[src/sv/probability_step_sequencer_defines.svh]
// Assertion macros shared by the sequencer RTL.
// Needs a clock named clk and an active-low reset named rst_n in scope.
`ifndef PROBABILITY_STEP_SEQUENCER_DEFINES_SVH
`define PROBABILITY_STEP_SEQUENCER_DEFINES_SVH

// Same-cycle implication, checked outside reset.
`define PSS_ASSERT_IMPL(label, lhs, rhs, msg) \
    label: assert property (@(posedge clk) disable iff (!rst_n) (lhs) |-> (rhs)) \
        else $error(msg);

// Next-cycle implication, checked outside reset.
`define PSS_ASSERT_NEXT(label, lhs, rhs, msg) \
    label: assert property (@(posedge clk) disable iff (!rst_n) (lhs) |=> (rhs)) \
        else $error(msg);

`endif

[src/sv/pss_pkg.sv]
// Package of the probability step sequencer: commands, register indexes,
// sequencer states and numeric constants. No dependencies.
package pss_pkg;

    localparam int SEQ_COUNT_DEF  = 4;
    localparam int STEP_COUNT_DEF = 32;

    localparam int Q12_ONE     = 4096;
    localparam int PITCH_LIMIT = 1024;
    localparam int CLOCK_LANES = 4;

    localparam logic [31:0] LFSR_MASK = 32'hA300_0000;
    localparam logic [31:0] LFSR_SEED = 32'h0000_0001;

    localparam longint unsigned PI_Q28  = 64'd843314857;
    localparam longint unsigned ONE_Q28 = 64'd268435456;

    localparam logic [3:0] PATTERN_RANDOM = 4'd8;

    typedef enum logic [2:0] {
        CMD_CLOCK_ALL    = 3'd0,
        CMD_CLOCK_ONE    = 3'd1,
        CMD_ARM_RESET    = 3'd2,
        CMD_LOAD_PATTERN = 3'd3,
        CMD_INVERT       = 3'd4,
        CMD_DIMINISH     = 3'd5,
        CMD_WRITE_ENTRY  = 3'd6,
        CMD_UNUSED       = 3'd7
    } cmd_t;

    typedef enum logic [2:0] {
        REG_LENGTH_A = 3'd0,
        REG_LENGTH_B = 3'd1,
        REG_LENGTH_C = 3'd2,
        REG_LENGTH_D = 3'd3,
        REG_SPREAD_A = 3'd4,
        REG_SPREAD_B = 3'd5,
        REG_SPREAD_C = 3'd6,
        REG_SPREAD_D = 3'd7
    } reg_index_t;

    typedef enum logic [3:0] {
        ST_CLEAR,
        ST_IDLE,
        ST_STEP_START,
        ST_STEP_MOD,
        ST_STEP_MUL,
        ST_STEP_OUT,
        ST_PAT,
        ST_RMW_READ,
        ST_RMW_WRITE
    } state_t;

endpackage

[src/sv/probability_step_sequencer.sv]
// Top level of the probability step sequencer: probability store, command
// sequencer and configuration registers. Depends on pss_pkg and the defines header.
//
// Usage: commands arrive on the in_* channel (valid/ready), one item each.
// Clock commands (all, or one sequence) produce one result item per stepped
// sequence on the out_* channel, with last set on the final one; all other
// commands produce nothing. Configuration writes use cfg_valid/cfg_ready with
// cfg_index and cfg_data and are always taken.
// Timing: a clock command takes each sequence through the states STEP_START,
// STEP_MOD (iterative subtraction of the position modulo the length, ending
// with the store read), STEP_MUL and STEP_OUT, which waits for a free output
// register. Load pattern writes one store entry per cycle; invert and diminish
// read each entry, then write it back; write entry is done in the idle state.
// Reset: the store is cleared by a pass over all SEQ_COUNT * STEP_COUNT
// entries (128 by default), during which no item is accepted.
// Stall: a result waits in the output register; the sequencer holds its next
// result until that register is free, and then in_ready follows.
`include "probability_step_sequencer_defines.svh"

module probability_step_sequencer #(
    parameter int SEQ_COUNT  = pss_pkg::SEQ_COUNT_DEF,
    parameter int STEP_COUNT = pss_pkg::STEP_COUNT_DEF
) (
    input  logic               clk,
    input  logic               rst_n,
    input  logic               in_valid,
    output logic               in_ready,
    input  logic [2:0]         command,
    input  logic [1:0]         sequence_req,
    input  logic [3:0]         pattern,
    input  logic [4:0]         entry_index,
    input  logic [12:0]        entry_value,
    input  logic [11:0]        draw_0,
    input  logic [11:0]        draw_1,
    input  logic [11:0]        draw_2,
    input  logic [11:0]        draw_3,
    output logic               out_valid,
    input  logic               out_ready,
    output logic [1:0]         seq_id,
    output logic [4:0]         step_pos,
    output logic               gate,
    output logic signed [11:0] pitch,
    output logic               last,
    input  logic               cfg_valid,
    output logic               cfg_ready,
    input  logic [2:0]         cfg_index,
    input  logic [11:0]        cfg_data
);

    localparam int DEPTH      = SEQ_COUNT * STEP_COUNT;
    localparam int ADDR_W     = $clog2(DEPTH);
    localparam int STEP_W     = $clog2(STEP_COUNT);
    localparam int SEQ_W      = (SEQ_COUNT > 1) ? $clog2(SEQ_COUNT) : 1;
    localparam int HALF       = (STEP_COUNT + 1) / 2;
    localparam int CLOCK_SEQS = (SEQ_COUNT < pss_pkg::CLOCK_LANES) ? SEQ_COUNT
                                                                   : pss_pkg::CLOCK_LANES;

    logic [12:0] sine_tab [STEP_COUNT];
    logic [12:0] ramp_tab [STEP_COUNT];

    for (genvar g = 0; g < STEP_COUNT; g++) begin : g_tab
        localparam longint unsigned D  = STEP_COUNT - 1;
        localparam longint unsigned A  = (2 * g > STEP_COUNT - 1) ? (STEP_COUNT - 1 - g) : g;
        localparam longint unsigned X  = (pss_pkg::PI_Q28 * A) / D;
        localparam longint unsigned X2 = (X * X) >> 28;
        localparam longint unsigned T0 = pss_pkg::ONE_Q28 - ((X2 * pss_pkg::ONE_Q28) >> 28) / 110;
        localparam longint unsigned T1 = pss_pkg::ONE_Q28 - ((X2 * T0) >> 28) / 72;
        localparam longint unsigned T2 = pss_pkg::ONE_Q28 - ((X2 * T1) >> 28) / 42;
        localparam longint unsigned T3 = pss_pkg::ONE_Q28 - ((X2 * T2) >> 28) / 20;
        localparam longint unsigned T4 = pss_pkg::ONE_Q28 - ((X2 * T3) >> 28) / 6;
        localparam longint unsigned S  = (X * T4) >> 28;
        localparam longint unsigned R  = (S + 32768) >> 16;
        localparam longint unsigned SV = (R > pss_pkg::Q12_ONE) ? pss_pkg::Q12_ONE : R;
        localparam longint unsigned RV = ((g + 1) * pss_pkg::Q12_ONE + STEP_COUNT / 2)
                                         / STEP_COUNT;
        assign sine_tab[g] = 13'(SV);
        assign ramp_tab[g] = 13'(RV);
    end

    // Probability store.
    logic [12:0]       mem [DEPTH];
    logic              mem_we;
    logic [ADDR_W-1:0] mem_waddr;
    logic [12:0]       mem_wdata;
    logic              mem_re;
    logic [ADDR_W-1:0] mem_raddr;
    logic [12:0]       rd_data_reg;

    always_ff @(posedge clk)
    begin
        if (mem_we)
        begin
            mem[mem_waddr] <= mem_wdata;
        end
        if (mem_re)
        begin
            rd_data_reg <= mem[mem_raddr];
        end
    end

    function automatic logic [ADDR_W-1:0] addr_of(input logic [SEQ_W-1:0] s,
                                                  input logic [STEP_W-1:0] i);
        return ADDR_W'(int'(s) * STEP_COUNT + int'(i));
    endfunction

    pss_pkg::state_t          state_reg, state_next;
    logic [ADDR_W-1:0]        clr_reg, clr_next;
    logic [STEP_W-1:0]        idx_reg, idx_next;
    logic [SEQ_W-1:0]         seq_reg, seq_next;
    logic [SEQ_W-1:0]         last_seq_reg, last_seq_next;
    logic                     one_reg, one_next;
    pss_pkg::cmd_t            cmd_reg, cmd_next;
    logic [3:0]               pat_reg, pat_next;
    logic [11:0]              draw_reg [4];
    logic [11:0]              draw_next [4];
    logic [6:0]               len_reg, len_next;
    logic [6:0]               rem_reg, rem_next;
    logic signed [25:0]       prod_reg, prod_next;
    logic                     gate_reg, gate_next;
    logic [5:0]               pos_reg [SEQ_COUNT];
    logic [5:0]               pos_next [SEQ_COUNT];
    logic                     started_reg [SEQ_COUNT];
    logic                     started_next [SEQ_COUNT];
    logic [6:0]               slen_reg [SEQ_COUNT];
    logic [6:0]               slen_next [SEQ_COUNT];
    logic                     armed_reg, armed_next;
    logic [31:0]              lfsr_reg, lfsr_next;
    logic [5:0]               length_reg [4];
    logic [5:0]               length_next [4];
    logic [11:0]              spread_reg [4];
    logic [11:0]              spread_next [4];
    logic                     out_valid_reg, out_valid_next;
    logic [1:0]               seq_id_reg, seq_id_next;
    logic [4:0]               step_pos_reg, step_pos_next;
    logic                     gate_out_reg, gate_out_next;
    logic [11:0]              pitch_reg, pitch_next;
    logic                     last_reg, last_next;

    logic              out_free;
    logic              seq_ok;
    logic [1:0]        cfg_sel;
    logic [5:0]        len_raw;
    logic [11:0]       draw_cur;
    logic signed [13:0] centered;
    logic [25:0]       mag;
    logic [25:0]       qmag;
    logic [10:0]       qsat;
    logic [31:0]       lfsr_step;
    logic [12:0]       pat_val;
    logic [STEP_W:0]   dim_src;

    assign cfg_ready = 1'b1;
    assign in_ready  = (state_reg == pss_pkg::ST_IDLE);
    assign out_free  = !out_valid_reg || out_ready;
    assign seq_ok    = int'(sequence_req) < SEQ_COUNT;
    assign cfg_sel   = 2'(seq_reg);
    assign len_raw   = length_reg[cfg_sel];
    assign draw_cur  = one_reg ? draw_reg[0] : draw_reg[cfg_sel];
    assign centered  = 14'($signed({2'b00, rd_data_reg, 1'b0}) - 16'sd4096);
    assign mag       = prod_reg[25] ? 26'(-prod_reg) : 26'(prod_reg);
    assign qmag      = (mag + 26'd2048) >> 12;
    assign qsat      = (qmag > 26'(pss_pkg::PITCH_LIMIT)) ? 11'(pss_pkg::PITCH_LIMIT)
                                                           : qmag[10:0];
    assign lfsr_step = (lfsr_reg >> 1) ^ (lfsr_reg[0] ? pss_pkg::LFSR_MASK : 32'd0);
    assign dim_src   = (int'(idx_reg) < HALF) ? (STEP_W + 1)'({idx_reg, 1'b0})
                                             : (STEP_W + 1)'(int'(idx_reg) - HALF);

    always_comb
    begin
        unique case (pat_reg)
            4'd0:    pat_val = 13'd0;
            4'd1:    pat_val = 13'(pss_pkg::Q12_ONE / 2);
            4'd2:    pat_val = 13'(pss_pkg::Q12_ONE);
            4'd3:    pat_val = ((32'(idx_reg) & 32'd7) == 32'd0) ? 13'(pss_pkg::Q12_ONE) : 13'd0;
            4'd4:    pat_val = ((32'(idx_reg) & 32'd7) == 32'd4) ? 13'(pss_pkg::Q12_ONE) : 13'd0;
            4'd5:    pat_val = ((32'(idx_reg) & 32'd3) == 32'd0) ? 13'(pss_pkg::Q12_ONE) : 13'd0;
            4'd6:    pat_val = ramp_tab[idx_reg];
            4'd7:    pat_val = sine_tab[idx_reg];
            default: pat_val = {1'b0, lfsr_step[31:20]};
        endcase
    end

    always_comb
    begin
        state_next     = state_reg;
        clr_next       = clr_reg;
        idx_next       = idx_reg;
        seq_next       = seq_reg;
        last_seq_next  = last_seq_reg;
        one_next       = one_reg;
        cmd_next       = cmd_reg;
        pat_next       = pat_reg;
        draw_next      = draw_reg;
        len_next       = len_reg;
        rem_next       = rem_reg;
        prod_next      = prod_reg;
        gate_next      = gate_reg;
        pos_next       = pos_reg;
        started_next   = started_reg;
        slen_next      = slen_reg;
        armed_next     = armed_reg;
        lfsr_next      = lfsr_reg;
        length_next    = length_reg;
        spread_next    = spread_reg;
        out_valid_next = out_valid_reg && !out_ready;
        seq_id_next    = seq_id_reg;
        step_pos_next  = step_pos_reg;
        gate_out_next  = gate_out_reg;
        pitch_next     = pitch_reg;
        last_next      = last_reg;
        mem_we         = 1'b0;
        mem_waddr      = addr_of(seq_reg, idx_reg);
        mem_wdata      = 13'd0;
        mem_re         = 1'b0;
        mem_raddr      = addr_of(seq_reg, idx_reg);

        if (cfg_valid)
        begin
            unique case (pss_pkg::reg_index_t'(cfg_index))
                pss_pkg::REG_LENGTH_A: length_next[0] = cfg_data[5:0];
                pss_pkg::REG_LENGTH_B: length_next[1] = cfg_data[5:0];
                pss_pkg::REG_LENGTH_C: length_next[2] = cfg_data[5:0];
                pss_pkg::REG_LENGTH_D: length_next[3] = cfg_data[5:0];
                pss_pkg::REG_SPREAD_A: spread_next[0] = cfg_data;
                pss_pkg::REG_SPREAD_B: spread_next[1] = cfg_data;
                pss_pkg::REG_SPREAD_C: spread_next[2] = cfg_data;
                pss_pkg::REG_SPREAD_D: spread_next[3] = cfg_data;
            endcase
        end

        unique case (state_reg)
            pss_pkg::ST_CLEAR:
            begin
                mem_we    = 1'b1;
                mem_waddr = clr_reg;
                clr_next  = clr_reg + 1'b1;
                if (int'(clr_reg) == DEPTH - 1)
                begin
                    state_next = pss_pkg::ST_IDLE;
                end
            end
            pss_pkg::ST_IDLE:
            begin
                if (in_valid)
                begin
                    cmd_next     = pss_pkg::cmd_t'(command);
                    pat_next     = pattern;
                    draw_next[0] = draw_0;
                    draw_next[1] = draw_1;
                    draw_next[2] = draw_2;
                    draw_next[3] = draw_3;
                    idx_next     = '0;
                    seq_next     = SEQ_W'(sequence_req);
                    if (command == pss_pkg::CMD_ARM_RESET)
                    begin
                        armed_next = 1'b1;
                    end
                    else if (command == pss_pkg::CMD_CLOCK_ALL ||
                             (command == pss_pkg::CMD_CLOCK_ONE && seq_ok))
                    begin
                        if (armed_reg)
                        begin
                            armed_next = 1'b0;
                            for (int s = 0; s < SEQ_COUNT; s++)
                            begin
                                pos_next[s]     = 6'(slen_reg[s] - 7'd1);
                                started_next[s] = 1'b1;
                            end
                        end
                        one_next   = (command == pss_pkg::CMD_CLOCK_ONE);
                        state_next = pss_pkg::ST_STEP_START;
                        if (command == pss_pkg::CMD_CLOCK_ALL)
                        begin
                            seq_next      = '0;
                            last_seq_next = SEQ_W'(CLOCK_SEQS - 1);
                        end
                        else
                        begin
                            last_seq_next = SEQ_W'(sequence_req);
                        end
                    end
                    else if (seq_ok)
                    begin
                        unique case (command)
                            pss_pkg::CMD_LOAD_PATTERN: state_next = pss_pkg::ST_PAT;
                            pss_pkg::CMD_INVERT:       state_next = pss_pkg::ST_RMW_READ;
                            pss_pkg::CMD_DIMINISH:     state_next = pss_pkg::ST_RMW_READ;
                            pss_pkg::CMD_WRITE_ENTRY:
                            begin
                                if (int'(entry_index) < STEP_COUNT)
                                begin
                                    mem_we    = 1'b1;
                                    mem_waddr = addr_of(SEQ_W'(sequence_req),
                                                        STEP_W'(entry_index));
                                    mem_wdata = (entry_value > 13'(pss_pkg::Q12_ONE))
                                                ? 13'(pss_pkg::Q12_ONE) : entry_value;
                                end
                            end
                            default:
                            begin
                            end
                        endcase
                    end
                end
            end
            pss_pkg::ST_STEP_START:
            begin
                if (len_raw == 6'd0)
                begin
                    len_next = 7'd1;
                end
                else if (int'(len_raw) > STEP_COUNT)
                begin
                    len_next = 7'(STEP_COUNT);
                end
                else
                begin
                    len_next = {1'b0, len_raw};
                end
                rem_next   = started_reg[seq_reg] ? ({1'b0, pos_reg[seq_reg]} + 7'd1) : 7'd0;
                state_next = pss_pkg::ST_STEP_MOD;
            end
            pss_pkg::ST_STEP_MOD:
            begin
                if (rem_reg >= len_reg)
                begin
                    rem_next = rem_reg - len_reg;
                end
                else
                begin
                    pos_next[seq_reg]     = rem_reg[5:0];
                    started_next[seq_reg] = 1'b1;
                    slen_next[seq_reg]    = len_reg;
                    mem_re                = 1'b1;
                    mem_raddr             = addr_of(seq_reg, rem_reg[STEP_W-1:0]);
                    state_next            = pss_pkg::ST_STEP_MUL;
                end
            end
            pss_pkg::ST_STEP_MUL:
            begin
                prod_next  = centered * $signed(spread_reg[cfg_sel]);
                gate_next  = {1'b0, draw_cur} < rd_data_reg;
                state_next = pss_pkg::ST_STEP_OUT;
            end
            pss_pkg::ST_STEP_OUT:
            begin
                if (out_free)
                begin
                    out_valid_next = 1'b1;
                    seq_id_next    = cfg_sel;
                    step_pos_next  = rem_reg[4:0];
                    gate_out_next  = gate_reg;
                    pitch_next     = prod_reg[25] ? 12'(-{1'b0, qsat}) : {1'b0, qsat};
                    last_next      = (seq_reg == last_seq_reg);
                    if (seq_reg == last_seq_reg)
                    begin
                        state_next = pss_pkg::ST_IDLE;
                    end
                    else
                    begin
                        seq_next   = seq_reg + 1'b1;
                        state_next = pss_pkg::ST_STEP_START;
                    end
                end
            end
            pss_pkg::ST_PAT:
            begin
                mem_we    = 1'b1;
                mem_wdata = pat_val;
                if (pat_reg >= pss_pkg::PATTERN_RANDOM)
                begin
                    lfsr_next = lfsr_step;
                end
                idx_next = idx_reg + 1'b1;
                if (int'(idx_reg) == STEP_COUNT - 1)
                begin
                    state_next = pss_pkg::ST_IDLE;
                end
            end
            pss_pkg::ST_RMW_READ:
            begin
                mem_re = 1'b1;
                if (cmd_reg == pss_pkg::CMD_DIMINISH)
                begin
                    mem_raddr = addr_of(seq_reg, dim_src[STEP_W-1:0]);
                end
                state_next = pss_pkg::ST_RMW_WRITE;
            end
            pss_pkg::ST_RMW_WRITE:
            begin
                mem_we    = 1'b1;
                mem_wdata = (cmd_reg == pss_pkg::CMD_DIMINISH) ? rd_data_reg
                            : 13'(pss_pkg::Q12_ONE) - rd_data_reg;
                idx_next  = idx_reg + 1'b1;
                state_next = (int'(idx_reg) == STEP_COUNT - 1) ? pss_pkg::ST_IDLE
                                                               : pss_pkg::ST_RMW_READ;
            end
            default:
            begin
                state_next = pss_pkg::ST_IDLE;
            end
        endcase
    end

    always_ff @(posedge clk or negedge rst_n)
    begin
        if (!rst_n)
        begin
            state_reg     <= pss_pkg::ST_CLEAR;
            clr_reg       <= '0;
            idx_reg       <= '0;
            seq_reg       <= '0;
            last_seq_reg  <= '0;
            one_reg       <= 1'b0;
            cmd_reg       <= pss_pkg::CMD_CLOCK_ALL;
            armed_reg     <= 1'b0;
            lfsr_reg      <= pss_pkg::LFSR_SEED;
            out_valid_reg <= 1'b0;
            for (int s = 0; s < SEQ_COUNT; s++)
            begin
                pos_reg[s]     <= 6'h3F;
                started_reg[s] <= 1'b0;
                slen_reg[s]    <= 7'(STEP_COUNT);
            end
            for (int c = 0; c < 4; c++)
            begin
                length_reg[c] <= 6'd32;
                spread_reg[c] <= 12'd256;
            end
        end
        else
        begin
            state_reg     <= state_next;
            clr_reg       <= clr_next;
            idx_reg       <= idx_next;
            seq_reg       <= seq_next;
            last_seq_reg  <= last_seq_next;
            one_reg       <= one_next;
            cmd_reg       <= cmd_next;
            armed_reg     <= armed_next;
            lfsr_reg      <= lfsr_next;
            out_valid_reg <= out_valid_next;
            pos_reg       <= pos_next;
            started_reg   <= started_next;
            slen_reg      <= slen_next;
            length_reg    <= length_next;
            spread_reg    <= spread_next;
        end
    end

    always_ff @(posedge clk)
    begin
        pat_reg      <= pat_next;
        draw_reg     <= draw_next;
        len_reg      <= len_next;
        rem_reg      <= rem_next;
        prod_reg     <= prod_next;
        gate_reg     <= gate_next;
        seq_id_reg   <= seq_id_next;
        step_pos_reg <= step_pos_next;
        gate_out_reg <= gate_out_next;
        pitch_reg    <= pitch_next;
        last_reg     <= last_next;
    end

    assign out_valid = out_valid_reg;
    assign seq_id    = seq_id_reg;
    assign step_pos  = step_pos_reg;
    assign gate      = gate_out_reg;
    assign pitch     = pitch_reg;
    assign last      = last_reg;

    `PSS_ASSERT_IMPL(a_no_rw_same_entry, mem_we && mem_re, mem_waddr != mem_raddr,
        "store read and write hit the same entry")
    `PSS_ASSERT_IMPL(a_pitch_range, out_valid_reg,
        $signed(pitch_reg) <= 12'sd1024 && $signed(pitch_reg) >= -12'sd1024,
        "pitch outside the saturation range")
    `PSS_ASSERT_NEXT(a_mod_to_read, state_reg == pss_pkg::ST_STEP_MOD && rem_reg < len_reg,
        state_reg == pss_pkg::ST_STEP_MUL,
        "modulo step did not hand over to the store read")
    `PSS_ASSERT_IMPL(a_clear_blocks_input, state_reg == pss_pkg::ST_CLEAR,
        !in_ready && mem_we && !mem_re,
        "item path active during the clearing pass")

endmodule
[config.mk]
export PLATFORM = sky130hd
export DESIGN_NAME = probability_step_sequencer
export DESIGN_NICKNAME = d
export VERILOG_FILES = /design/src/sv/pss_pkg.sv /design/src/sv/probability_step_sequencer.sv
export VERILOG_INCLUDE_DIRS = /design/src /design/src/sv
export SDC_FILE = /design/constraint.sdc
export NUM_CORES = 2
export LEC_CHECK = 0
export ABC_AREA = 1
export BUFFER_PORTS_ARGS = -buffer_cell sky130_fd_sc_hd__buf_2
export CAP_MARGIN = 10
export CORE_UTILIZATION = 45
export DETAILED_ROUTE_END_ITERATION = 6
export SLEW_MARGIN = 15
export SYNTH_ARGS = -nofsm -noshare
export SYNTH_HDL_FRONTEND = slang
export SYNTH_SLANG_ARGS = --single-unit
[constraint.sdc]
create_clock -name clk -period 15.9 [get_ports clk]
set_input_delay 3.18 -clock clk [delete_from_list [all_inputs] [get_ports clk]]
set_output_delay 3.18 -clock clk [all_outputs]
set_load 0.01 [all_outputs]
==> summary.md <==
| Metric | Value |
|---|---|
| Largest stage delay on the critical path | 1.13 ns |
| DR vias | 65,500 |
| Total negative slack | 0 ns |
| Post-CTS Setup Inserts | 0 |
| Yosys cell types | 62 |
| Syn Std Cell Area | 92,500 sq um |
| Max Buffers Root-to-Sink | 3 |
| Die Width | 455 um |
| # rows | 166 |
| Clk_lat worst skew | 0.87 ns |
| Vias in the first global route | 63,200 |
| Worst r2r dst | prod_reg[24] |
| Mapped Cells | 8,970 |
| GRT Util Overall | 25.2% |
| Area taken by multi-input logic gates | 29,600 sq um |
| Most frequent cell after synthesis | nand2_1 |
| Net count, final | 9,177 |
| Dpl ws | 7.92 ns |
| Die Y | 455 um |
| Reg clk slew, reported paths | 0.07 ns |
| Initial core utilization | 45.3% |
| Achievable Freq | 139 MHz |
| Io pins | 119 |
| Fin cells | 11,700 |
| Filler cells | 18,400 |
| Worst path buffer plus inverter count | 4 |
| # clock sinks | 1,971 |
| Area contributors post-synth | edfxtp_1, nand2_1, nand3_1 |
| Initial antenna violation count | 10 |
| Root Driver | clkbuf_16 |
| Worst-path cell chain | buf_2 > inv_1 > nor2_1 > nand3_1 > nor2_2 > inv_1 > o221ai_1 > inv_1 > nor2_1 > nand2_2 > nor2_1 |
| CP Class | in2reg |
| Cts hold-fix bufs | 0 |
| Worst setup path endpoint | mem[105][10] |
| CTS tree | done |
| RSZ-0062 raised after global routing | no |
| Number of DRC markers in iteration 0 | 7,901 |
| Max FFs per register | 1,664 |
| Register area share after synthesis | 63.0% |
| Mapped Nets | 9,307 |
| Synth Warn # | 0 |
| Critical Path Start Type | input port |
| Asr flop ratio synth | 9.23% |
| Syn Area/Cell | 10.3 sq um |
| Worst Skew | 0.0489 ns |
| H-tree depth | 4 |
| Share of the synthesized area in the top cell type | 58.1% |
| CTS resizes | 0 |
| Synth cell count leaders | nand2_1, edfxtp_1, nand3_1 |
| CP max stage cell | nor2_1 |
| Die Area | 207,000 sq um |
| Storage cell area | 58,300 sq um |
| Max-slew violations | 0 |
| Avg WL per Cell | 22.5 um |
| Tmin final | 7.18 ns |
| Delay-heaviest family, CP | simple AND/OR/NAND/NOR gates |
| Post-synth EDFFs | 1,789 |
| Critical Path RT | 16.36 ns |
| Stages on worst setup path | 11 |
| Slew HR | 20.6% |
| Design Area, Final | 101,000 sq um |
| Final setup vio count | 0 |
| Setup slack, reg-to-reg | 8.81 ns |
| Final setup margin | 8.72 ns |
| Crit share post-route | 45.2% |
| Critical path endpoint category | register |
| Detail Route Antenna Nets | 0 |
| Reg2reg start | cfg_sel[0] |
| Core outline area | 204,000 sq um |
| Hold/Removal Path Class | reg2reg |
| Layout cells sized above 1 | 7.07% |
| GR Overflow Total | 0 |
| Arr. time, crit path | 7.64 ns |
| Status | complete, no violations |
| Layout area overhead | 9.66% |
| DRC | 0 |
| Final Hold Viols | 0 |
| Slew @ Worst Pin | 1.19 ns |
| GP Congestion | 0.902 |
| Hpwl dp | 154,000 um |
| CP Launch Point | command[1] |
| Largest net degree at the start of global routing | 205 |
| Via density per instance | 5.60 |
| Area after DPL | 95,000 sq um |
| First-pass GRT wire length | 395,000 um |
| Crit Path Max Fanout | 21 |
| Cell taking the most area after synthesis | edfxtp_1 |
| Drt pass-1 iters | 7 |
| Total CTS buffers | 203 |
| Synthesized flop and latch total | 1,971 |
| Depth of the worst register-to-register path | 31 |
| Number of instances in the placed design | 11,300 |
| Max-Cap Viols | 0 |
| Main flop type after synthesis | edfxtp_1 |
| Drt total wl | 264,000 um |
| PortBufs | 117 |
==> worst reg2reg max path: cells and delay by family, from the launching register on <==
family	cells	cell delay, ns
AO/OA/AOI/OAI	6	1.36
buffers and inverters	7	1.19
AND/OR/NAND/NOR	11	1.19
adder cells (fa/ha/maj)	6	2.66
flip-flops	1	0.36
XOR/XNOR	1	0.08
==> cells in the final DEF (no fill, tap or decap), drive strengths merged, types with 106 or more instances in the layout <==
| cell type | synthesis | routed |
|---|---|---|
| clkbuf | 142 | 258 |
| nand3 | 1568 | 1568 |
| edfxtp | 1789 | 1789 |
| nand2 | 2914 | 2914 |
| nor2 | 389 | 389 |
| o211ai | 177 | 177 |
| buf | 386 | 192 |
| dfrtp | 145 | 145 |
| inv | 595 | 602 |
| clkinv | 16 | 106 |
| fa | 150 | 150 |
| o21ai | 251 | 251 |
==> worst min path at each step <==
stage	startpoint	endpoint	slack, ns	depth (start not counted)
after CTS	gate_reg	gate	0.43	0
final	gate_reg	gate	0.42	0
after floorplan	gate_reg	gate	0.40	0
after detailed placement	gate_reg	gate	0.42	0
after global routing	gate_reg	gate	0.45	0
after global placement	gate_reg	gate	0.41	0
==> metal layers <==
| layer | vias up | share of wire, % | global-route usage, % |
|---|---|---|---|
| met3 | 458 | 9.1 | 4.77 |
| li1 | 30300 | - | - |
| met2 | 2907 | 46 | 39.4 |
| met5 | - | 0.010 | 0 |
| met4 | 4 | 3.6 | 9.14 |
| met1 | 31800 | 42 | 35.0 |
==> cell type report <==
| type | instances | area share, % |
|---|---|---|
| Sequential cell | 1971 | 57.5 |
| Multi-Input combinational cell | 5860 | 29.2 |
| Clock buffer | 257 | 5.30 |
| Tap cell | 2688 | 3.31 |
| Inverter | 611 | 2.28 |
| Timing Repair Buffer | 193 | 1.39 |
| Clock inverter | 114 | 1.01 |
| Antenna cell | 7 | 0.0173 |
==> cell families after synthesis <==
| family | Yosys count | synth area share [%] |
|---|---|---|
| and+or+nand+nor | 4965 | 22.8 |
| adders and majority gates | 242 | 4.49 |
| other | 1 | 0.00405 |
| DFF | 1971 | 63.0 |
| buffers and inverters | 1139 | 5.18 |
| xor gates and xnor gates | 60 | 0.568 |
| AOI/OAI and AO/OA | 592 | 3.93 |
==> per-stage QoR <==
stage          util, %  hold WS, ns
6_report          49.6        0.421
5_1_grt           49.6        0.450
4_1_cts           49.6        0.428
3_5_place_dp      46.5        0.416
3_3_place_gp      46.5        0.407
2_1_floorplan        -        0.400
Power is left out: the tool's default activity adds up to more than one toggle a clock period on the data nets, which glitch-free logic cannot reach.
